### config.mk
export PLATFORM = sky130hd
export DESIGN_NAME = nms_ctrl
export DESIGN_NICKNAME = d
export VERILOG_FILES = /design/src/nms_pkg.sv /design/src/nms_ctrl.sv
export SDC_FILE = /design/constraint.sdc
export NUM_CORES = 1
export LEC_CHECK = 0
export BUFFER_PORTS_ARGS = -buffer_cell sky130_fd_sc_hd__buf_2
export CAP_MARGIN = 15
export CORE_AREA = 2 2 39 41
export DETAILED_ROUTE_END_ITERATION = 8
export DIE_AREA = 0 0 41 43
export PLACE_DENSITY_LB_ADDON = 0.2
export SLEW_MARGIN = 20
export SYNTH_ARGS = -nofsm -noshare
export SYNTH_HDL_FRONTEND = slang
export SYNTH_SLANG_ARGS = --single-unit
export TNS_END_PERCENT = 5
### constraint.sdc
create_clock -name clk -period 4.4 [get_ports clk]
set_input_delay 0.22 -clock clk [delete_from_list [all_inputs] [get_ports clk]]
set_output_delay 0.22 -clock clk [all_outputs]
set_load 0.02 [all_outputs]
### src/nms_pkg.sv
`timescale 1ns / 1ps
// ----------------------------------------------------------------------------
// nms_pkg: shared types and constants
// Sizes, operation codes and controller commands for the nearest marked
// node search block.
// ----------------------------------------------------------------------------
package nms_pkg;

	localparam int NODES       = 64;
	localparam int LENGTH_BITS = 16;
	localparam int NODE_W      = $clog2(NODES);
	localparam int ADDR_W      = 2 * NODE_W;
	localparam int DIST_W      = LENGTH_BITS + NODE_W;
	localparam int DEPTH       = NODES * NODES;

	// Operation codes of an input word.
	localparam logic [1:0] OP_ADD_EDGE = 2'd0;
	localparam logic [1:0] OP_SET_BEDS = 2'd1;
	localparam logic [1:0] OP_QUERY    = 2'd2;

	// Commands from the controller to the datapath.
	typedef struct packed {
		logic clr_step;   // write one edge row entry to zero (clearing pass)
		logic latch_in;   // capture the input word
		logic edge_rd;    // read the mirrored edge entry (update phase)
		logic edge_wr;    // write min length at latched address
		logic edge_wr2;   // write the mirrored entry
		logic mark_wr;    // write the bed mark
		logic q_init;     // start a query: clear settled bits, set source
		logic scan_step;  // examine one node in the minimum scan
		logic scan_start; // reset the minimum tracker
		logic settle;     // settle the selected node
		logic relax_rd;   // issue edge read for the relax sweep
		logic res_load;   // load the result register
	} nms_cmd_t;

	typedef struct packed {
		logic clr_done;
		logic scan_last;
		logic relax_last;
		logic min_valid;
		logic min_marked;
	} nms_stat_t;

endpackage

### src/nms_ctrl.sv
`timescale 1ns / 1ps
// ----------------------------------------------------------------------------
// nms_ctrl: operation sequencer
// Clears the edge memory after reset, then runs updates and searches.
// ----------------------------------------------------------------------------
module nms_ctrl (
	input  logic                clk,
	input  logic                arst_n,
	input  logic                in_valid,
	output logic                in_ready,
	output logic                out_valid,
	input  logic                out_ready,
	input  logic [1:0]          op,
	input  nms_pkg::nms_stat_t  stat,
	output nms_pkg::nms_cmd_t   cmd
);

	localparam logic [3:0] S_CLR   = 4'd0;
	localparam logic [3:0] S_IDLE  = 4'd1;
	localparam logic [3:0] S_DEC   = 4'd2;
	localparam logic [3:0] S_ERD   = 4'd3;
	localparam logic [3:0] S_EWR   = 4'd4;
	localparam logic [3:0] S_ERD2  = 4'd5;
	localparam logic [3:0] S_EWR2  = 4'd6;
	localparam logic [3:0] S_SCAN  = 4'd7;
	localparam logic [3:0] S_PICK  = 4'd8;
	localparam logic [3:0] S_RELAX = 4'd9;
	localparam logic [3:0] S_DRAIN = 4'd10;
	localparam logic [3:0] S_OUT   = 4'd11;
	localparam logic [3:0] S_SSTART = 4'd12;
	localparam logic [3:0] S_SDRAIN = 4'd13;

	logic [3:0] state_q, state_d;

	always_ff @(posedge clk or negedge arst_n) begin
		if (!arst_n) begin
			state_q <= S_CLR;
		end else begin
			state_q <= state_d;
		end
	end

	assign in_ready  = (state_q == S_IDLE);
	assign out_valid = (state_q == S_OUT);

	// Next state and command decode.
	always_comb begin
		state_d = state_q;
		cmd     = '0;
		unique case (state_q)
			S_CLR: begin
				if (stat.clr_done) begin
					state_d = S_IDLE;
				end else begin
					cmd.clr_step = 1'b1;
				end
			end
			S_IDLE: begin
				if (in_valid) begin
					cmd.latch_in = 1'b1;
					state_d      = S_DEC;
				end
			end
			S_DEC: begin
				case (op)
					nms_pkg::OP_ADD_EDGE: state_d = S_ERD;
					nms_pkg::OP_SET_BEDS: begin
						cmd.mark_wr = 1'b1;
						state_d     = S_IDLE;
					end
					nms_pkg::OP_QUERY: begin
						cmd.q_init = 1'b1;
						state_d    = S_SSTART;
					end
					default: state_d = S_IDLE;
				endcase
			end
			S_ERD: state_d = S_EWR;
			S_EWR: begin
				cmd.edge_wr = 1'b1;
				state_d     = S_ERD2;
			end
			S_ERD2: begin
				cmd.edge_rd = 1'b1;
				state_d     = S_EWR2;
			end
			S_EWR2: begin
				cmd.edge_wr2 = 1'b1;
				state_d      = S_IDLE;
			end
			S_SSTART: begin
				cmd.scan_start = 1'b1;
				state_d        = S_SCAN;
			end
			S_SCAN: begin
				cmd.scan_step = 1'b1;
				if (stat.scan_last) begin
					state_d = S_SDRAIN;
				end
			end
			// The last distance read of the scan is compared here.
			S_SDRAIN: state_d = S_PICK;
			S_PICK: begin
				if (!stat.min_valid || stat.min_marked) begin
					cmd.res_load = 1'b1;
					state_d      = S_OUT;
				end else begin
					cmd.settle = 1'b1;
					state_d    = S_RELAX;
				end
			end
			S_RELAX: begin
				cmd.relax_rd = 1'b1;
				if (stat.relax_last) begin
					state_d = S_DRAIN;
				end
			end
			S_DRAIN: state_d = S_SSTART;
			S_OUT: begin
				if (out_ready) begin
					state_d = S_IDLE;
				end
			end
			default: state_d = S_IDLE;
		endcase
	end

endmodule

Word level (Yosys, flattened, before mapping)
Index checks and enable logic that the tools add are counted.
Word-level totals
  register bits: 4
  input port bits: 11
  output and inout port bits: 14
  logic and storage cells: 51
Operators by class
  equality and inequality tests: 20
  muxes and demuxes: 25
  reductions and logical operators: 5
Operator list (number)
  $pmux W4 S13: 1
  $eq A4 B4 Y1 const B: 6
  $mux W4: 5
  $eq A4 B3 Y1 const B: 4
  $mux W1: 16
  $eq A4 B2 Y1 const B: 2
  $ne A2 B2 Y1 const B: 4
  $pmux W4 S2: 1
  $reduce_and A5 Y1: 1
  $eq A4 B1 Y1 const B: 1
  $logic_not A4 Y1: 1
  $mux W2: 2
  $eq A2 B1 Y1 const B: 1
  $eq A2 B2 Y1 const B: 1
  $logic_not A2 Y1: 1
  $ne A2 B1 Y1 const B: 1
  $logic_not A1 Y1: 1
  $logic_or A1 B1 Y1: 1

Depth between registers and ports, before layout
Gate-level depths: netlist (run 1).
  word-level depth: 4
  gate-level depth with buffers: 5
  gate-level depth less buffers: 4

Worst setup path after synthesis (run 1)
No wires, ideal clock.
  kind: reg2out
  start: reg state_q[3]
  end: out cmd[10] (netlist name)
  arrival time: 1458 ps
  required time: 4180 ps
  setup slack: 2722 ps
  cell stages (with the launch flop): 4
  buffers on the path: 1
  cells stage by stage: dfrtp_1 -> clkbuf_1 -> nor3_1 -> and2_1
RTL lines
  start: declaration: RTL line nms_ctrl.sv:33  | logic [3:0] state_q, state_d;
  start signal: assignment: RTL line nms_ctrl.sv:39  | state_q <= state_d;
  end: declaration: RTL line nms_ctrl.sv:15  | output nms_pkg::nms_cmd_t cmd

==> impl_metrics.py, run 1 <==
metrics = {
    "run_status": {
        "status": "completed",
    },
    "layout": {
        "regMostFlops": "state_q",
        "finalNetCount": 94,
        "largest_reg_flops": 4,
        "diodes": 0,
        "drive_gt1_frac": 0.4074,
        "postLayoutCoreUtil": 0.4376,
        "nFillCells": 158,
        "top_regs": "state_q: 4 flops",
        "area_delta_synth_final_pct": 34.82,
    },
    "grt": {
        "grt_max_degree": 17,
        "grt_pass1_vias": 386,
        "grt_use_met3": 0.06283,
        "met2_usage": 0.1844,
        "antenna_found_initial": 0,
        "grtUsageTotal": 0.1479,
        "grt_overflow": 0,
        "met1_usage": 0.1974,
        "grt_pass1_wl_mm": 1.697,
        "top_usage_layer": "met1",
    },
    "floorplan": {
        "io_pins": 25,
        "rows": 14,
        "die_w_um": 41,
        "core_area_um2": 1384,
        "initial_core_util": 0.3246,
        "dieArea_um2": 1763,
        "chipHeight_um": 43,
    },
    "place": {
        "gp_congestion": 0.7366,
        "hpwl_um": 835,
        "io_buffers": 24,
        "pre_cts_ws_ns": 2.564,
    },
    "power_and_ir_drop": {
        "p_leak_uw": 0.0003022,
        "ir_drop_mv": 0.3123,
        "power_density_nw_per_um2": 674.4,
    },
    "min_path": {
        "hp-class": "in -> async",
    },
    "sta": {
        "setup_ws_ns": 2.355,
        "hold_viol": 0,
        "rsz0062_at_grt": "false",
        "max-slew-margin-rel": 0.6781,
        "fin_skew_ns": 0.003093,
        "fmax_ghz": 0.4889,
        "slew_violations": 0,
        "finalSetupTns_ns": 0,
        "finalCriticalPeriod_ns": 2.045,
        "finalSetupViolations": 0,
        "fin_crit_sh": 0.4649,
        "worst_slew_pin_slew_ns": 0.4828,
    },
    "clocking": {
        "root_buffer": "clkbuf_4",
        "worst_skew_pair.late_latency_ns": 0.24,
        "cts_made_buffers": 3,
        "clk_pin_slew_worst_paths_ns": 0.04,
        "htreeDepth": 1,
        "cts_tree": "done",
        "clk_path_buf_depth": 2,
        "clock_sinks": 4,
        "post_cts_buffers": 0,
    },
    "route": {
        "num_vias": 496,
        "ant_nets": 0,
        "drtIter0Drc": 7,
        "routedWlPerCell_um": 11.59,
        "dr.pass1.iters": 4,
        "finalWirelength_mm": 1.124,
        "drc_errors": 0,
        "avgViaCountPerCell": 5.113,
    },
    "critical_path": {
        "critPathTopFamily": "flip-flops",
        "crit_type": "reg -> out",
        "worstSetupEndpointType": "primary output",
        "rrSetupSlack_ns": 2.56,
        "critPathBufInv": 1,
        "slowest_delay_ns": 0.63,
        "r2r_end": "state_q[1]",
        "start_kind": "flop",
        "crit_chain": "mux2_2, o32ai_4, and2_1, buf_2",
        "arrival_ns": 1.83,
        "r2r_cells": 4,
        "r2r-start": "state_q[1]",
        "cp_slowest_cell": "dfrtp_1",
        "crit_required_ns": 4.18,
        "cp_max_fo": 16,
    },
    "synth": {
        "synth_common_cells": "nor2_1, nand2_1, nand2b_1, dfrtp_1",
        "synth_edf_count": 0,
        "synth-seq-cells": 4,
        "ys_warn_count": 0,
        "synth_area_um2": 449.2,
        "synth_area_leader_cell": "dfrtp_1",
        "synth.most_common_cell": "nor2_1",
        "syn_nets": 68,
        "async_flop_share": 1.000,
        "synth_top_flop_cell": "dfrtp_1",
        "synth_cell_types": 29,
        "syn_inst": 57,
        "synth_top_area_share": 0.2228,
        "synth.avg_cell_area_um2": 7.880,
        "synthTopCellsByArea": "dfrtp_1, nand2b_1, mux2_4",
        "ys_seq_area_frac": 0.2228,
    },
    "job": {
        "drv_cap": 0,
    },
}
==> metal layers <==
layer / vias to the layer above / wire, µm
li1: 254 / -
met1: 217 / 514
met2: 23 / 498
met3: 2 / 98
met4: 0 / 13
met5: - / 0
==> layout by cell type (no fill, tap or decap), types with 2 or more instances in the layout <==
cell,n
buf_2,24
nor2_1,6
nand2b_1,5
nand2_1,5
dfrtp_1,4
nor2b_1,3
nor3_1,3
or3_1,3
clkbuf_4,3
and2_1,2
mux2_4,2
a22oi_1,2
a21oi_1,2
==> logic make-up after synthesis <==
group / count (synthesis) / synth area share
compound gates: 13 / 0.2396
buf+inv: 5 / 0.04455
simple gates: 32 / 0.4011
mux: 3 / 0.09192
flops: 4 / 0.2229
==> repair_timing <==
action | in CTS | in global routing
hold buffers | 1 | 0
gates resized for setup | 0 | 0
endpoints found under the hold margin | 4 | 0
setup endpoints to repair | 0 | 0
==> metrics by stage <==
stage | instances | total power, µW | hold slack (ns) | instance area (µm²)
after floorplan | 57 | 304.8 | -0.07559 | 449.2
after global placement | 93 | 360.1 | 0.02819 | 573.1
after detailed placement | 93 | 363.6 | 0.03196 | 573.1
after CTS | 97 | 413.7 | 0.3073 | 605.6
after global routing | 97 | 443.9 | 0.3314 | 605.6
final | 97 | 408.4 | 0.3303 | 605.6
==> how the worst max path moves through the flow <==
| stage | startpoint | endpoint | slack [ns] | cells past startpoint |
|---|---|---|---|---|
| 2_1_floorplan | state_q[3] | cmd[10] | 2.72 | 3 |
| 3_3_place_gp | state_q[1] | state_q[1] | 2.59 | 4 |
| 3_5_place_dp | state_q[1] | state_q[1] | 2.56 | 4 |
| 4_1_cts | state_q[0] | cmd[11] | 2.34 | 4 |
| 5_1_grt | state_q[0] | cmd[11] | 2.27 | 4 |
| 6_report | state_q[0] | cmd[11] | 2.35 | 4 |
==> power by group <==
group          switching, µW  internal [µW]
sequential              62.0           54.3
clock                   15.6           30.5
combinational            131            115
==> layout make-up <==
class	count	area [µm²]	area share
Multi-Input combinational cell	48	329.1	0.5434
Inverter	1	3.754	0.006198
Tap cell	16	20.02	0.03306
Sequential cell	4	100.1	0.1653
Clock buffer	3	22.52	0.03719
Timing Repair Buffer	25	130.1	0.2149
Power figures use the tool's default switching activity.
==> inputs of run 2 (changes only) <==
Clock period 4.4 ns to 1.91 ns, I/O delays scaled along.
==> run 2 against run 1 <==
Net effect:
- hold slack worse by 0.13 ns
- clock skew down 0.00060 ns
- critical endpoint unchanged
- via count shrank 0.81%
- largest power group unchanged
- final cell count grew 3.1%
- wire length is 1.2% higher
- die area unchanged
- combinational power grew to 2.7 times the previous value
==> impl_metrics.py, run 2 (same netlist as run 1, synthesis figures left out) <==
metrics = {
    "run_status": {
        "status": "completed",
    },
    "sta": {
        "hold_viol": 0,
        "rsz0062_at_grt": "false",
        "fmax_ghz": 0.5653,
        "worst_slew_pin_slew_ns": 0.2777,
        "fin_crit_sh": 0.9262,
        "finalSetupViolations": 0,
        "finalCriticalPeriod_ns": 1.769,
        "fin_skew_ns": 0.002493,
        "max-slew-margin-rel": 0.8133,
        "slew_violations": 0,
        "finalSetupTns_ns": 0,
    },
    "clocking": {
        "cts_tree": "done",
        "clk_path_buf_depth": 2,
        "worst_skew_pair.late_latency_ns": 0.23,
        "cts_made_buffers": 3,
        "clock_sinks": 4,
        "htreeDepth": 1,
        "clk_pin_slew_worst_paths_ns": 0.04,
        "post_cts_buffers": 0,
        "root_buffer": "clkbuf_4",
    },
    "floorplan": {
        "dieArea_um2": 1763,
        "die_w_um": 41,
        "chipHeight_um": 43,
        "rows": 14,
        "io_pins": 25,
        "core_area_um2": 1384,
        "initial_core_util": 0.3246,
    },
    "critical_path": {
        "r2r-start": "state_q[2]",
        "crit_type": "reg -> out",
        "cp_slowest_cell": "dfrtp_1",
        "r2r_end": "state_q[1]",
        "start_kind": "flop",
        "rrSetupSlack_ns": 0.24,
        "crit_chain": "buf_4, or3_1, o32ai_4, and2_1, buf_2",
        "critPathTopFamily": "simple AND/OR/NAND/NOR gates",
        "crit_required_ns": 1.81,
        "r2r_cells": 4,
        "slowest_delay_ns": 0.38,
        "arrival_ns": 1.67,
        "cp_max_fo": 14,
        "critPathBufInv": 2,
        "worstSetupEndpointType": "primary output",
        "critPathLaunch": "state_q[1]",
    },
    "route": {
        "drtIter0Drc": 12,
        "drc_errors": 0,
        "num_vias": 492,
        "finalWirelength_mm": 1.137,
        "dr.pass1.iters": 4,
        "ant_nets": 0,
        "avgViaCountPerCell": 4.920,
        "routedWlPerCell_um": 11.37,
    },
    "layout": {
        "drive_gt1_frac": 0.4405,
        "final_common_cell": "buf_2",
        "top_regs": "state_q: 4 flops",
        "diodes": 0,
        "regMostFlops": "state_q",
        "finalNonFillerCells": 100,
        "finalNetCount": 97,
        "area_delta_synth_final_pct": 40.11,
        "layout_common_cells": "buf_2, nor2_1, nand2b_1, nand2_1",
        "largest_reg_flops": 4,
    },
    "grt": {
        "grt_pass1_wl_mm": 1.745,
        "antenna_found_initial": 0,
        "grt_pass1_vias": 384,
        "grt_overflow": 0,
        "grt_max_degree": 15,
        "grtUsageTotal": 0.1442,
    },
    "job": {
        "drv_cap": 0,
    },
    "power_and_ir_drop": {
        "ir_drop_mv": 0.6399,
        "p_leak_uw": 0.0003162,
        "power_density_nw_per_um2": 1562,
    },
    "place": {
        "gp_congestion": 0.7331,
        "io_buffers": 24,
        "dp.cells": 96,
        "hpwl_um": 881.9,
    },
    "min_path": {
        "hp-class": "in -> async",
    },
}
## run 2: cell count changes in the layout (fill, tap and decap cells not counted), sizes merged
cell  before  now
buf       24   27
## run 2: final cells by class
type                    count  area [µm²]
well taps                  16       20.02
flip-flops and latches      4       101.3
fillers                   139       754.5
clock buffers               3       22.52
multi-input cells          48       329.1
repair buffers             28       152.6
inverters                   1       3.754
## run 2: how the worst max path moves through the flow
stage	cells after the start	slack (ns)	end
2_1_floorplan	3	0.36	cmd[10]
3_3_place_gp	4	0.27	state_q[1]
3_5_place_dp	4	0.21	state_q[1]
4_1_cts	4	0.09	cmd[11]
5_1_grt	5	0.05	cmd[11]
6_report	5	0.14	cmd[11]
## run 2: timing repair
item / CTS / global route
endpoints found under the hold margin: 4 / 0
resized for setup: 0 / 1
endpoints found under the setup margin: 0 / 1
hold buffers: 1 / 0
## run 2: worst reg2reg max path: cells and delay by family, from the launching register on
| family | cells | cell delay (ns) |
|---|---|---|
| AND/OR/NAND/NOR | 3 | 0.80 |
| multiplexers | 1 | 0.29 |
| flip-flops | 1 | 0.47 |
## run 2: routing by layer
metal | up-vias | share of wire | track usage
met1 | 212 | 0.47 | 0.2085
li1 | 260 | - | -
met3 | 2 | 0.066 | 0.01571
met4 | 0 | 0.018 | 0.06000
met5 | - | 0 | 0
met2 | 18 | 0.45 | 0.2094
## run 2: stage by stage
step	utilization	worst slack (ns)	hold slack (ns)	instance area, µm²	total power, µW
floorplan	-	0.3562	-0.2001	449.2	702.2
global placement	0.4304	0.2652	-0.09503	595.6	874.1
detailed placement	0.4304	0.2132	-0.09177	595.6	874.6
CTS	0.4539	0.09165	0.1885	628.1	989.6
global route	0.4548	0.04990	0.1981	629.4	1079
finish	0.4548	0.1409	0.1973	629.4	982.9
## run 2: report_power, final
part	leakage, µW	internal (µW)	switching (µW)	total (µW)
clock network	0.0000138	70.6	38.3	109
logic	0.000255	299	376	675
registers	0.0000474	129	69.6	199
total	0.000316	499	484	983
